<file path="src/rtl/assert_macros.svh">
// Assertion macros used by the RTL of the DNS response parser.
// Depends on nothing; users supply clk and rst in scope.
`ifndef ASSERT_MACROS_SVH
`define ASSERT_MACROS_SVH

// Same-cycle implication, disabled during reset
`define ASSERT_IMPL(label, ante, cons, msg) \
  label: assert property (@(posedge clk) disable iff (rst) (ante) |-> (cons)) \
    else $error(msg);

// Next-cycle implication, disabled during reset
`define ASSERT_NEXT(label, ante, cons, msg) \
  label: assert property (@(posedge clk) disable iff (rst) (ante) |=> (cons)) \
    else $error(msg);

`endif

</file>
<file path="src/rtl/drp_pkg.sv">
// Package for the DNS response parser: parse phases, field kinds, result types.
// No dependencies.
package drp_pkg;

  // Parse phase; fixed-width field phases share their code with the field kind
  typedef enum logic [3:0] {
    PH_ID      = 4'd0,
    PH_FLAGS   = 4'd1,
    PH_QDCOUNT = 4'd2,
    PH_ANCOUNT = 4'd3,
    PH_NSCOUNT = 4'd4,
    PH_ARCOUNT = 4'd5,
    PH_QNAME   = 4'd6,
    PH_QTYPE   = 4'd7,
    PH_QCLASS  = 4'd8,
    PH_ATYPE   = 4'd9,
    PH_ACLASS  = 4'd10,
    PH_TTL     = 4'd11,
    PH_RDLEN   = 4'd12,
    PH_RDATA   = 4'd13,
    PH_APTR    = 4'd14,
    PH_DONE    = 4'd15
  } phase_t;

  localparam logic [3:0] KIND_NAME_CHAR = 4'd6;
  localparam logic [3:0] KIND_RDATA     = 4'd13;
  localparam logic [7:0] LABEL_DOT      = 8'h2E;

  typedef struct packed {
    logic        have;
    logic [3:0]  kind;
    logic [31:0] value;
    logic [15:0] index;
    logic        last;
  } drp_result_t;

  typedef struct packed {
    phase_t phase;
  } drp_status_t;

endpackage

</file>
<file path="src/rtl/drp_byte_if.sv">
// Channel interfaces of the DNS response parser: message bytes in, fields out.
// No dependencies.
interface drp_byte_if;
  logic       valid;
  logic       ready;
  logic [7:0] data_byte;
  logic       end_of_message;

  modport source (output valid, data_byte, end_of_message, input ready);
  modport sink   (input valid, data_byte, end_of_message, output ready);
endinterface

interface drp_field_if;
  logic        valid;
  logic        ready;
  logic [3:0]  field_kind;
  logic [31:0] field_value;
  logic [15:0] record_index;
  logic        last_of_message;

  modport source (output valid, field_kind, field_value, record_index, last_of_message,
                  input ready);
  modport sink   (input valid, field_kind, field_value, record_index, last_of_message,
                  output ready);
endinterface

</file>
<file path="src/rtl/dns_response_parser_core.sv">
// DNS response parser: takes one message byte per transfer and emits each field
// on completion. One byte is accepted every cycle at full rate while the field side
// keeps up; a field's last byte goes into the input register, one decode step moves
// the field into the result register, and it is offered from there, where it waits
// while the field side stalls. Depends on drp_pkg, drp_byte_if/drp_field_if,
// drp_parse_fsm and assert_macros.svh.
`include "assert_macros.svh"

module dns_response_parser_core import drp_pkg::*; (
  input  logic        clk,
  input  logic        rst,
  drp_byte_if.sink    bytes,
  drp_field_if.source fields
);

  logic        in_valid;
  logic [7:0]  in_byte;
  logic        in_eom;
  logic        out_valid;
  drp_result_t out_res;
  logic        advance;
  drp_result_t res;
  drp_status_t status;

  // Decode moves when the result register is free or being emptied
  assign advance     = in_valid && (!out_valid || fields.ready);
  assign bytes.ready = !in_valid || advance;

  // Input register
  always_ff @(posedge clk) begin
    if (rst) begin
      in_valid <= 1'b0;
    end else if (bytes.ready) begin
      in_valid <= bytes.valid;
    end
  end

  always_ff @(posedge clk) begin
    if (bytes.valid && bytes.ready) begin
      in_byte <= bytes.data_byte;
      in_eom  <= bytes.end_of_message;
    end
  end

  drp_parse_fsm u_fsm (
    .clk            (clk),
    .rst            (rst),
    .en             (advance),
    .data_byte      (in_byte),
    .end_of_message (in_eom),
    .result         (res),
    .status         (status)
  );

  // Result register
  always_ff @(posedge clk) begin
    if (rst) begin
      out_valid <= 1'b0;
    end else if (advance) begin
      out_valid <= res.have;
    end else if (fields.ready) begin
      out_valid <= 1'b0;
    end
  end

  always_ff @(posedge clk) begin
    if (advance && res.have) out_res <= res;
  end

  assign fields.valid           = out_valid;
  assign fields.field_kind      = out_res.kind;
  assign fields.field_value     = out_res.value;
  assign fields.record_index    = out_res.index;
  assign fields.last_of_message = out_res.last;

  // A byte waiting behind a stalled result stays in the input register
  `ASSERT_NEXT(a_in_hold, in_valid && out_valid && !fields.ready, in_valid, "input byte lost during stall")
  // A final field leaves the parser finished or back at the header
  `ASSERT_NEXT(a_last_ends, advance && res.have && res.last, (status.phase == PH_DONE) || (status.phase == PH_ID), "final field but parse continues")
  // Data bytes only come out of the data phase
  `ASSERT_IMPL(a_rdata_phase, advance && res.have && (res.kind == KIND_RDATA), status.phase == PH_RDATA, "data byte outside data phase")

endmodule

</file>
<file path="src/rtl/drp_parse_fsm.sv">
// Parse state machine: holds the parse state and decodes one message byte.
// Depends on drp_pkg.
module drp_parse_fsm import drp_pkg::*; (
  input  logic        clk,
  input  logic        rst,
  input  logic        en,
  input  logic [7:0]  data_byte,
  input  logic        end_of_message,
  output drp_result_t result,
  output drp_status_t status
);

  phase_t      phase, phase_next, phase_adv;
  logic [1:0]  byte_in_field, byte_in_field_next;
  logic [31:0] acc, acc_next, acc_new;
  logic [15:0] question_total, question_total_next;
  logic [15:0] answer_total, answer_total_next;
  logic [15:0] record_counter, record_counter_next, rc_inc;
  logic [7:0]  label_left, label_left_next;
  logic        name_started, name_started_next;
  logic [15:0] data_left, data_left_next, data_dec;
  logic        field_end;

  // Shared datapath terms
  always_comb begin
    acc_new   = (byte_in_field == 2'd0) ? {24'd0, data_byte} : {acc[23:0], data_byte};
    field_end = (phase == PH_TTL) ? (byte_in_field == 2'd3) : (byte_in_field == 2'd1);
    rc_inc    = record_counter + 16'd1;
    data_dec  = data_left - 16'd1;
  end

  // Next state
  always_comb begin
    phase_adv           = phase;
    byte_in_field_next  = byte_in_field;
    acc_next            = acc;
    question_total_next = question_total;
    answer_total_next   = answer_total;
    record_counter_next = record_counter;
    label_left_next     = label_left;
    name_started_next   = name_started;
    data_left_next      = data_left;
    case (phase)
      PH_DONE: begin
      end
      PH_QNAME: begin
        if (label_left == 8'd0) begin
          if (data_byte == 8'd0) begin
            phase_adv          = PH_QTYPE;
            byte_in_field_next = 2'd0;
          end else begin
            name_started_next = 1'b1;
            label_left_next   = data_byte;
          end
        end else begin
          label_left_next = label_left - 8'd1;
        end
      end
      PH_RDATA: begin
        data_left_next = data_dec;
        if (data_dec == 16'd0) begin
          record_counter_next = rc_inc;
          phase_adv = (rc_inc < answer_total) ? PH_APTR : PH_DONE;
        end
      end
      default: begin
        acc_next = acc_new;
        if (!field_end) begin
          byte_in_field_next = byte_in_field + 2'd1;
        end else begin
          byte_in_field_next = 2'd0;
          case (phase)
            PH_QDCOUNT: begin
              question_total_next = acc_new[15:0];
              phase_adv = PH_ANCOUNT;
            end
            PH_ANCOUNT: begin
              answer_total_next = acc_new[15:0];
              phase_adv = PH_NSCOUNT;
            end
            PH_ARCOUNT: begin
              record_counter_next = 16'd0;
              if (question_total != 16'd0) begin
                label_left_next   = 8'd0;
                name_started_next = 1'b0;
                phase_adv         = PH_QNAME;
              end else begin
                phase_adv = (answer_total != 16'd0) ? PH_APTR : PH_DONE;
              end
            end
            PH_QCLASS: begin
              if (rc_inc < question_total) begin
                record_counter_next = rc_inc;
                label_left_next     = 8'd0;
                name_started_next   = 1'b0;
                phase_adv           = PH_QNAME;
              end else begin
                record_counter_next = 16'd0;
                phase_adv = (answer_total != 16'd0) ? PH_APTR : PH_DONE;
              end
            end
            PH_RDLEN: begin
              data_left_next = acc_new[15:0];
              if (acc_new[15:0] == 16'd0) begin
                record_counter_next = rc_inc;
                phase_adv = (rc_inc < answer_total) ? PH_APTR : PH_DONE;
              end else begin
                phase_adv = PH_RDATA;
              end
            end
            PH_APTR: phase_adv = PH_ATYPE;
            default: phase_adv = phase_t'(phase + 4'd1);
          endcase
        end
      end
    endcase

    // End of message returns everything to the reset state
    phase_next = phase_adv;
    if (end_of_message) begin
      phase_next          = PH_ID;
      byte_in_field_next  = 2'd0;
      acc_next            = 32'd0;
      question_total_next = 16'd0;
      answer_total_next   = 16'd0;
      record_counter_next = 16'd0;
      label_left_next     = 8'd0;
      name_started_next   = 1'b0;
      data_left_next      = 16'd0;
    end
  end

  // Result of the current byte
  always_comb begin
    result.have  = 1'b0;
    result.kind  = phase;
    result.value = acc_new;
    result.index = record_counter;
    case (phase)
      PH_DONE: begin
      end
      PH_QNAME: begin
        result.kind = KIND_NAME_CHAR;
        if (label_left == 8'd0) begin
          result.have  = (data_byte != 8'd0) && name_started;
          result.value = {24'd0, LABEL_DOT};
        end else begin
          result.have  = 1'b1;
          result.value = {24'd0, data_byte};
        end
      end
      PH_RDATA: begin
        result.have  = 1'b1;
        result.kind  = KIND_RDATA;
        result.value = {24'd0, data_byte};
      end
      default: begin
        result.have = field_end && (phase != PH_APTR);
        if (phase <= PH_ARCOUNT) result.index = 16'd0;
      end
    endcase
    result.last = result.have && (end_of_message || (phase_adv == PH_DONE));
  end

  assign status.phase = phase;

  // State registers
  always_ff @(posedge clk) begin
    if (rst) begin
      phase          <= PH_ID;
      byte_in_field  <= 2'd0;
      acc            <= 32'd0;
      question_total <= 16'd0;
      answer_total   <= 16'd0;
      record_counter <= 16'd0;
      label_left     <= 8'd0;
      name_started   <= 1'b0;
      data_left      <= 16'd0;
    end else if (en) begin
      phase          <= phase_next;
      byte_in_field  <= byte_in_field_next;
      acc            <= acc_next;
      question_total <= question_total_next;
      answer_total   <= answer_total_next;
      record_counter <= record_counter_next;
      label_left     <= label_left_next;
      name_started   <= name_started_next;
      data_left      <= data_left_next;
    end
  end

endmodule

</file>
<file path="src/flat_wrapper.sv">
// flat-port wrapper written by rule: the top's interface ports become plain ports
module dns_response_parser_core_flat import drp_pkg::*;
  (clk, rst, bytes_valid, bytes_data_byte, bytes_end_of_message, bytes_ready, fields_valid, fields_field_kind, fields_field_value, fields_record_index, fields_last_of_message, fields_ready);
  drp_byte_if bytes_i ();
  drp_field_if fields_i ();
  input  logic clk;
  input  logic rst;
  input wire logic [$bits(bytes_i.valid)-1:0] bytes_valid;
  input wire logic [$bits(bytes_i.data_byte)-1:0] bytes_data_byte;
  input wire logic [$bits(bytes_i.end_of_message)-1:0] bytes_end_of_message;
  output wire logic [$bits(bytes_i.ready)-1:0] bytes_ready;
  output wire logic [$bits(fields_i.valid)-1:0] fields_valid;
  output wire logic [$bits(fields_i.field_kind)-1:0] fields_field_kind;
  output wire logic [$bits(fields_i.field_value)-1:0] fields_field_value;
  output wire logic [$bits(fields_i.record_index)-1:0] fields_record_index;
  output wire logic [$bits(fields_i.last_of_message)-1:0] fields_last_of_message;
  input wire logic [$bits(fields_i.ready)-1:0] fields_ready;
  assign bytes_i.valid = bytes_valid;
  assign bytes_i.data_byte = bytes_data_byte;
  assign bytes_i.end_of_message = bytes_end_of_message;
  assign bytes_ready = bytes_i.ready;
  assign fields_valid = fields_i.valid;
  assign fields_field_kind = fields_i.field_kind;
  assign fields_field_value = fields_i.field_value;
  assign fields_record_index = fields_i.record_index;
  assign fields_last_of_message = fields_i.last_of_message;
  assign fields_i.ready = fields_ready;
  dns_response_parser_core u_core (.clk(clk), .rst(rst), .bytes(bytes_i), .fields(fields_i));
endmodule
</file>
<file path="config.mk">
export PLATFORM = sky130hd
export DESIGN_NAME = dns_response_parser_core_flat
export DESIGN_NICKNAME = d
export VERILOG_FILES = /design/src/rtl/drp_pkg.sv /design/src/rtl/drp_byte_if.sv /design/src/rtl/dns_response_parser_core.sv /design/src/rtl/drp_parse_fsm.sv /design/src/flat_wrapper.sv
export VERILOG_INCLUDE_DIRS = /design/src /design/src/rtl
export SDC_FILE = /design/constraint.sdc
export NUM_CORES = 1
export LEC_CHECK = 0
export BUFFER_PORTS_ARGS = -buffer_cell sky130_fd_sc_hd__buf_2
export CORE_MARGIN = 2
export CORE_UTILIZATION = 50
export DETAILED_ROUTE_END_ITERATION = 12
export HOLD_SLACK_MARGIN = 0.06
export PLACE_DENSITY_LB_ADDON = 0.05
export SETUP_SLACK_MARGIN = 0.4
export SLEW_MARGIN = 5
export SYNTH_ARGS = -nofsm -noshare
export SYNTH_HDL_FRONTEND = slang
export SYNTH_HIERARCHICAL = 1
export SYNTH_SLANG_ARGS = --single-unit
</file>
<file path="constraint.sdc">
create_clock -name clk -period 4.5 [get_ports clk]
set_input_delay 0 -clock clk [delete_from_list [all_inputs] [get_ports clk]]
set_output_delay 0 -clock clk [all_outputs]
set_load 0.02 [all_outputs]
</file>
-- Word level (Yosys, flattened, before mapping)
Cells that the tools add are included.
- register bits after elaboration: 167
- latch bits: 0
- memory bits (writable): 0
- bits in read-only memories: 0
- bits of input ports: 13
- output and inout port bits: 55
- word-level logic and storage cells: 153
- memories: 0
- $add $sub $neg: 5
- multiply operators: 0
- div/mod/pow operators: 0
- order comparisons: 3
- equal/unequal tests: 25
- shift-type cells: 0
- mux-type cells: 64
- bitwise gates (word level): 0
- reduce and logical (&&, ||, !) cells: 39
- operator list (operator ; count):
    $mux 16 ; 18
    $pmux 36 s2 ; 1
    $pmux 16 s2 ; 2
    $mux 8 ; 7
    $mux 24 ; 2
    $pmux 16 s3 ; 1
    $logic_not 16->1 ; 2
    $lt 16x16->1 ; 2
    $mux 32 ; 1
    $pmux 8 s2 ; 2
    $reduce_bool 16->1 ; 2
    $eq 4x4->1 const B ; 7
    $mux 4 ; 7
    $pmux 4 s6 ; 1
    $add 16x1->16 const B ; 1
    $logic_not 8->1 ; 2
    $ne 4x3->1 const B ; 4
    $reduce_and 4->1 ; 4
    $sub 16x1->16 const B ; 1
    $mux 1 ; 12
    $ne 3x2->1 const B ; 4
    $pmux 4 s3 ; 1
    $mux 2 ; 5
    $reduce_bool 3->1 ; 3
    27 further kinds ; 44

-- Depth between registers and ports, before layout
- depth in word-level cells: 10
- gate-level depth with buffers: 18

-- Modules after synthesis
The synthesis kept the hierarchy.
- by module, submodules not included (module ; times used ; cells each ; area each (µm²) ; sequential area each (µm²)):
    drp_parse_fsm ; 1 ; 894 ; 6736.5 ; 2062.0
    dns_response_parser_core ; 1 ; 73 ; 1964.4 ; 1901.8

-- Worst setup path after synthesis
Ideal clock, no wire load.
- path type: flip-flop to flip-flop
- start point: register u_core.u_fsm.phase[0] (netlist: u_core/u_fsm/status[0])
- end point: register u_core.out_res, in the netlist u_core/fields.field_kind[0], enable pin
- library setup time: 0.470 ns
- arrival time: 4.085 ns
- data required time: 4.030 ns
- path slack: -0.055 ns
- stages on the path, launching flop included: 9
- buffers on the path: 2
- clock period less this slack: 4.555 ns
- cells stage by stage: dfxtp_1 ha_1 clkbuf_1 nand3b_1 mux2i_1 clkbuf_1 o221ai_1 nand2_1 nor2b_1
- RTL lines (element ; line ; source):
    start, declared ; drp_parse_fsm.sv:13 ; phase_t phase, phase_next, phase_adv;
    start signal, assigned ; drp_parse_fsm.sv:180 ; phase <= phase_next;
    end signal, assigned ; dns_response_parser_core.sv:67 ; if (advance && res.have) out_res <= res;
    end, declared ; dns_response_parser_core.sv:20 ; drp_result_t out_res;

-- Final worst setup path
- start point: register u_core.u_fsm.record_counter[0]
- end point: register u_core.u_fsm.label_left[2]
- cells in the longest elaborated chain, start to end: 4
- ends and longest elaborated chain (element ; line ; source):
    start, declared ; drp_parse_fsm.sv:18 ; logic [15:0] record_counter, record_counter_next, rc_inc;
    start signal, assigned ; drp_parse_fsm.sv:185 ; record_counter <= record_counter_next;
    $add 16x1->16 ; drp_parse_fsm.sv:28 ; rc_inc = record_counter + 16'd1;
    $lt 16x16->1 ; drp_parse_fsm.sv:92 ; if (rc_inc < question_total) begin
    $ne 4x3->1 (no source line) ; n/a ;
    $reduce_and 7->1 (no source line) ; n/a ;
    end signal, assigned ; drp_parse_fsm.sv:186 ; label_left <= label_left_next;
    end, declared ; drp_parse_fsm.sv:19 ; logic [7:0] label_left, label_left_next;
Every way passes these cells.
A chain may end at the register's enable or synchronous reset.

==> metrics <==
status=completed; Max Buffers Root-to-Sink=2; Compound-Gate Fraction of Synth Area=16.7%; initial DRC count=between 600 and 700; initial core utilization=between 50% and 60%; Worst Tran Pin Value=1.22 ns; Worst Hold End=u_core/in_eom$_DFFE_PP_; fin crit period=approximately 3.9 ns; top post-synthesis cells by area=dfxtp_1 24%, edfxtp_1 21%, nor2_1 5.8%; total power draw=3270 uW; routed vias/inst=slightly below 6; final setup fails=0; first-pass GRT wire length=about 36000 um; via count=7333; hold path depth=2; vias in the first global route=roughly 7000; Peak Freq=0.258 GHz; IO Port Bufs=67; endpoint class of the critical path=flop; Worst R2R End=u_core/u_fsm/label_left[2]$_SDFFE_PP0P_; Leakage=between 0.003 and 0.004 uW; HP Class=input pin to flop; Routed WL=between 20000 and 25000 um; wire length per cell=17.3 um; RePlAce Congestion=between 0.9 and 1; Total GRT Usage=between 20% and 30%; CP arrival=4.25 ns; Ports=68; Synth area leader=dfxtp_1; setup TNS=0 ns; layout cells sized above 1=approximately 14%; drt drc=0; unrepaired setup endpoints after global routing=no; antenna violations before repair=0; CP max FO=7; FF+latch count, synth=approximately 170; antenna diode count=0; Syn-to-layout area delta=15.9%; Required @ worst endpoint=4.86 ns; Final Max Tran Viols=0; simple-gate share of the synthesized area=between 20% and 30%; most common cell in the netlist=nor2_1; most common library cells after synthesis=135 x nor2_1, 105 x dfxtp_1, 62 x a21oi_1, 62 x edfxtp_1, 59 x nand2_1; r2r setup slk=roughly 0.6 ns; share of the synthesized area in the top cell type=24.2%; Syn Std Cell Area=slightly below 9000 um2; gr ovfl total=0; CTS tree=yes; mux contribution to synthesized area=~2.3%; clk sinks=approximately 170; layout net count=1083; VDD IR max=0.000278 V; DR pass1 iterations=5; Startpoint Class=flop; P per Cell Area=324 nW/um2; fin crit share=86.3%; clock root cell=clkbuf_16; Maximum Capacitance Violations=0; DIE HEIGHT=136 um; row count=48; dpl hpwl=about 15000 um; clock skew=between 0.009 and 0.01 ns; hold path startpoint=bytes_end_of_message; Syn. warnings=6; RR Startpoint=u_core/u_fsm/record_counter[0]$_SDFFE_PP0P_; WS Path Type=flop to flop; Reg clk slew, reported paths=0.08 ns; XOR/XNOR Fraction of Synth Area=around 2.3%; ys async rst share=0%; Synth Instances=about 970; Clk Latency, worst-skew pair=between 0.4 and 0.5 ns; Seq/Total Area, Yosys=45.6%; Num CTS Buffers=17; core region area=between 15000 and 20000 um2; R2R cell count=14; Net Count, Synth=1020; unique cell type count in the Yosys netlist=between 60 and 70; H-tree Lvls=4; die area=approximately 18000 um2; Synth Area per Inst=9.00 um2; EDFF count, synth=between 60 and 70; main combinational cell family by area after synthesis=simple AND/OR/NAND/NOR gates; Synth Area in Adders=5.75%; Top FF cell, synth=dfxtp_1; largest net degree at the start of global routing=90; DRT antenna net count=0; max_slew headroom=18.8%; Final Hold Fails=0; Die X-Extent=136 um
critical path, cell delays in order, from the launching register on:
cell      delay [ns]
dfxtp_2         0.41
ha_4            0.19
and3_4          0.21
and3_2          0.22
and3_2          0.24
nand3_1         0.14
xnor2_2         0.23
ha_1            0.26
and4_1          0.21
a221o_1         0.37
o21bai_1        0.18
o21ai_1         0.14
a221o_1         0.39
or4_1           0.47
a21oi_1         0.14
cell families (layout without fill, tap and decap cells):
group                    after synthesis  count (layout)
AO/OA/AOI/OAI                        219             219
XOR/XNOR                              23              23
adder cells (fa/ha/maj)               40              40
buffers and inverters                109             185
flip-flops                           167             167
multiplexers                          20              20
AND/OR/NAND/NOR                      389             389
flip-flops by register name, indices dropped and copies added, names as in the netlist:
name / cells
u_core/fields.field_kind: 4
u_core/fields.field_value: 32
u_core/fields.last_of_message: 1
u_core/fields.record_index: 16
u_core/fields.valid: 1
u_core/in_byte: 8
u_core/in_eom: 1
u_core/in_valid: 1
u_core/u_fsm/acc: 24
u_core/u_fsm/answer_total: 16
u_core/u_fsm/byte_in_field: 2
u_core/u_fsm/data_left: 16
u_core/u_fsm/label_left: 8
u_core/u_fsm/name_started: 1
u_core/u_fsm/question_total: 16
u_core/u_fsm/record_counter: 16
u_core/u_fsm/status: 4
layer usage:
metal	track usage (%)	vias to the layer above	wire, um
met4	9.43	0	581
met3	4.44	42	1080
li1	-	3592	-
met1	33.9	3476	10200
met5	0	-	0
met2	39.3	223	10100
where the power goes:
group,switching (uW),internal (uW)
sequential,23.7,1580
combinational,115,66.8
clock,729,760
total,867,2400
worst max path at each step:
| stage | cells after the start | to | from |
|---|---|---|---|
| after global placement | 14 | u_core/u_fsm/label_left[2]$_SDFFE_PP0P_ | u_core/u_fsm/record_counter[0]$_SDFFE_PP0P_ |
| after global routing | 15 | u_core/u_fsm/label_left[2]$_SDFFE_PP0P_ | u_core/u_fsm/record_counter[3]$_SDFFE_PP0P_ |
| final | 14 | u_core/u_fsm/label_left[2]$_SDFFE_PP0P_ | u_core/u_fsm/record_counter[0]$_SDFFE_PP0P_ |
| after CTS | 15 | u_core/u_fsm/label_left[2]$_SDFFE_PP0P_ | u_core/u_fsm/record_counter[3]$_SDFFE_PP0P_ |
| after floorplan | 16 | u_core/u_fsm/record_counter[7]$_SDFFE_PP0P_ | u_core/u_fsm/record_counter[0]$_SDFFE_PP0P_ |
| after detailed placement | 14 | u_core/u_fsm/label_left[2]$_SDFFE_PP0P_ | u_core/u_fsm/record_counter[0]$_SDFFE_PP0P_ |
stage by stage:
stage	instances	worst slack, ns	utilization (%)	hold WS, ns	cell area (um2)
after detailed placement	1222	0.282	53.9	0.178	9260
after floorplan	967	0.581	-	0.0691	8700
after global routing	1268	0.385	58.7	0.277	10100
final	1268	0.617	58.7	0.266	10100
after CTS	1267	0.452	58.4	0.249	10000
after global placement	1222	0.404	53.9	0.176	9260
timing repair:
action | 4_1_cts | 5_1_grt
setup buffers | 0 | 1
endpoints found under the setup margin | 2 | 21
pin swaps | 0 | 3
resized for setup | 4 | 17
hold endpoints to repair | 15 | 0
hold buffers | 13 | 0
final cells by class:
class,instances,area (um2)
Timing Repair Buffer,97,618
Sequential cell,167,3970
Inverter,56,210
Clock inverter,15,193
Fill cell,1558,7090
Clock buffer,17,425
Tap cell,225,282
Multi-Input combinational cell,691,4390
cell usage in the layout (no fill, tap or decap), types with 5 or more instances in the layout:
cell,Yosys,layout
a32o_1,9,9
o21ai_0,42,40
dlygate4sd3_1,0,13
and2_1,27,27
o21ai_1,7,9
nor2_1,135,134
buf_4,1,15
ha_1,40,39
a22oi_1,18,18
dfxtp_1,105,100
buf_2,6,67
o31ai_1,5,5
nand3_1,27,27
inv_1,55,55
mux2i_1,19,19
a31oi_1,10,10
nand2b_1,19,19
nor3_1,31,31
a211oi_1,8,8
a2111oi_0,6,5
a32oi_1,7,7
nor2b_1,35,34
o21bai_1,7,5
nand2_1,59,59
nand4_1,5,5
clkbuf_16,0,17
o21a_1,5,5
xnor2_1,15,12
or3_1,7,7
edfxtp_1,62,62
dfxtp_2,0,5
clkinv_8,0,6
xor2_1,8,8
nor4_1,17,17
a21oi_1,62,61
No activity file was read; power rests on OpenSTA's default activity.
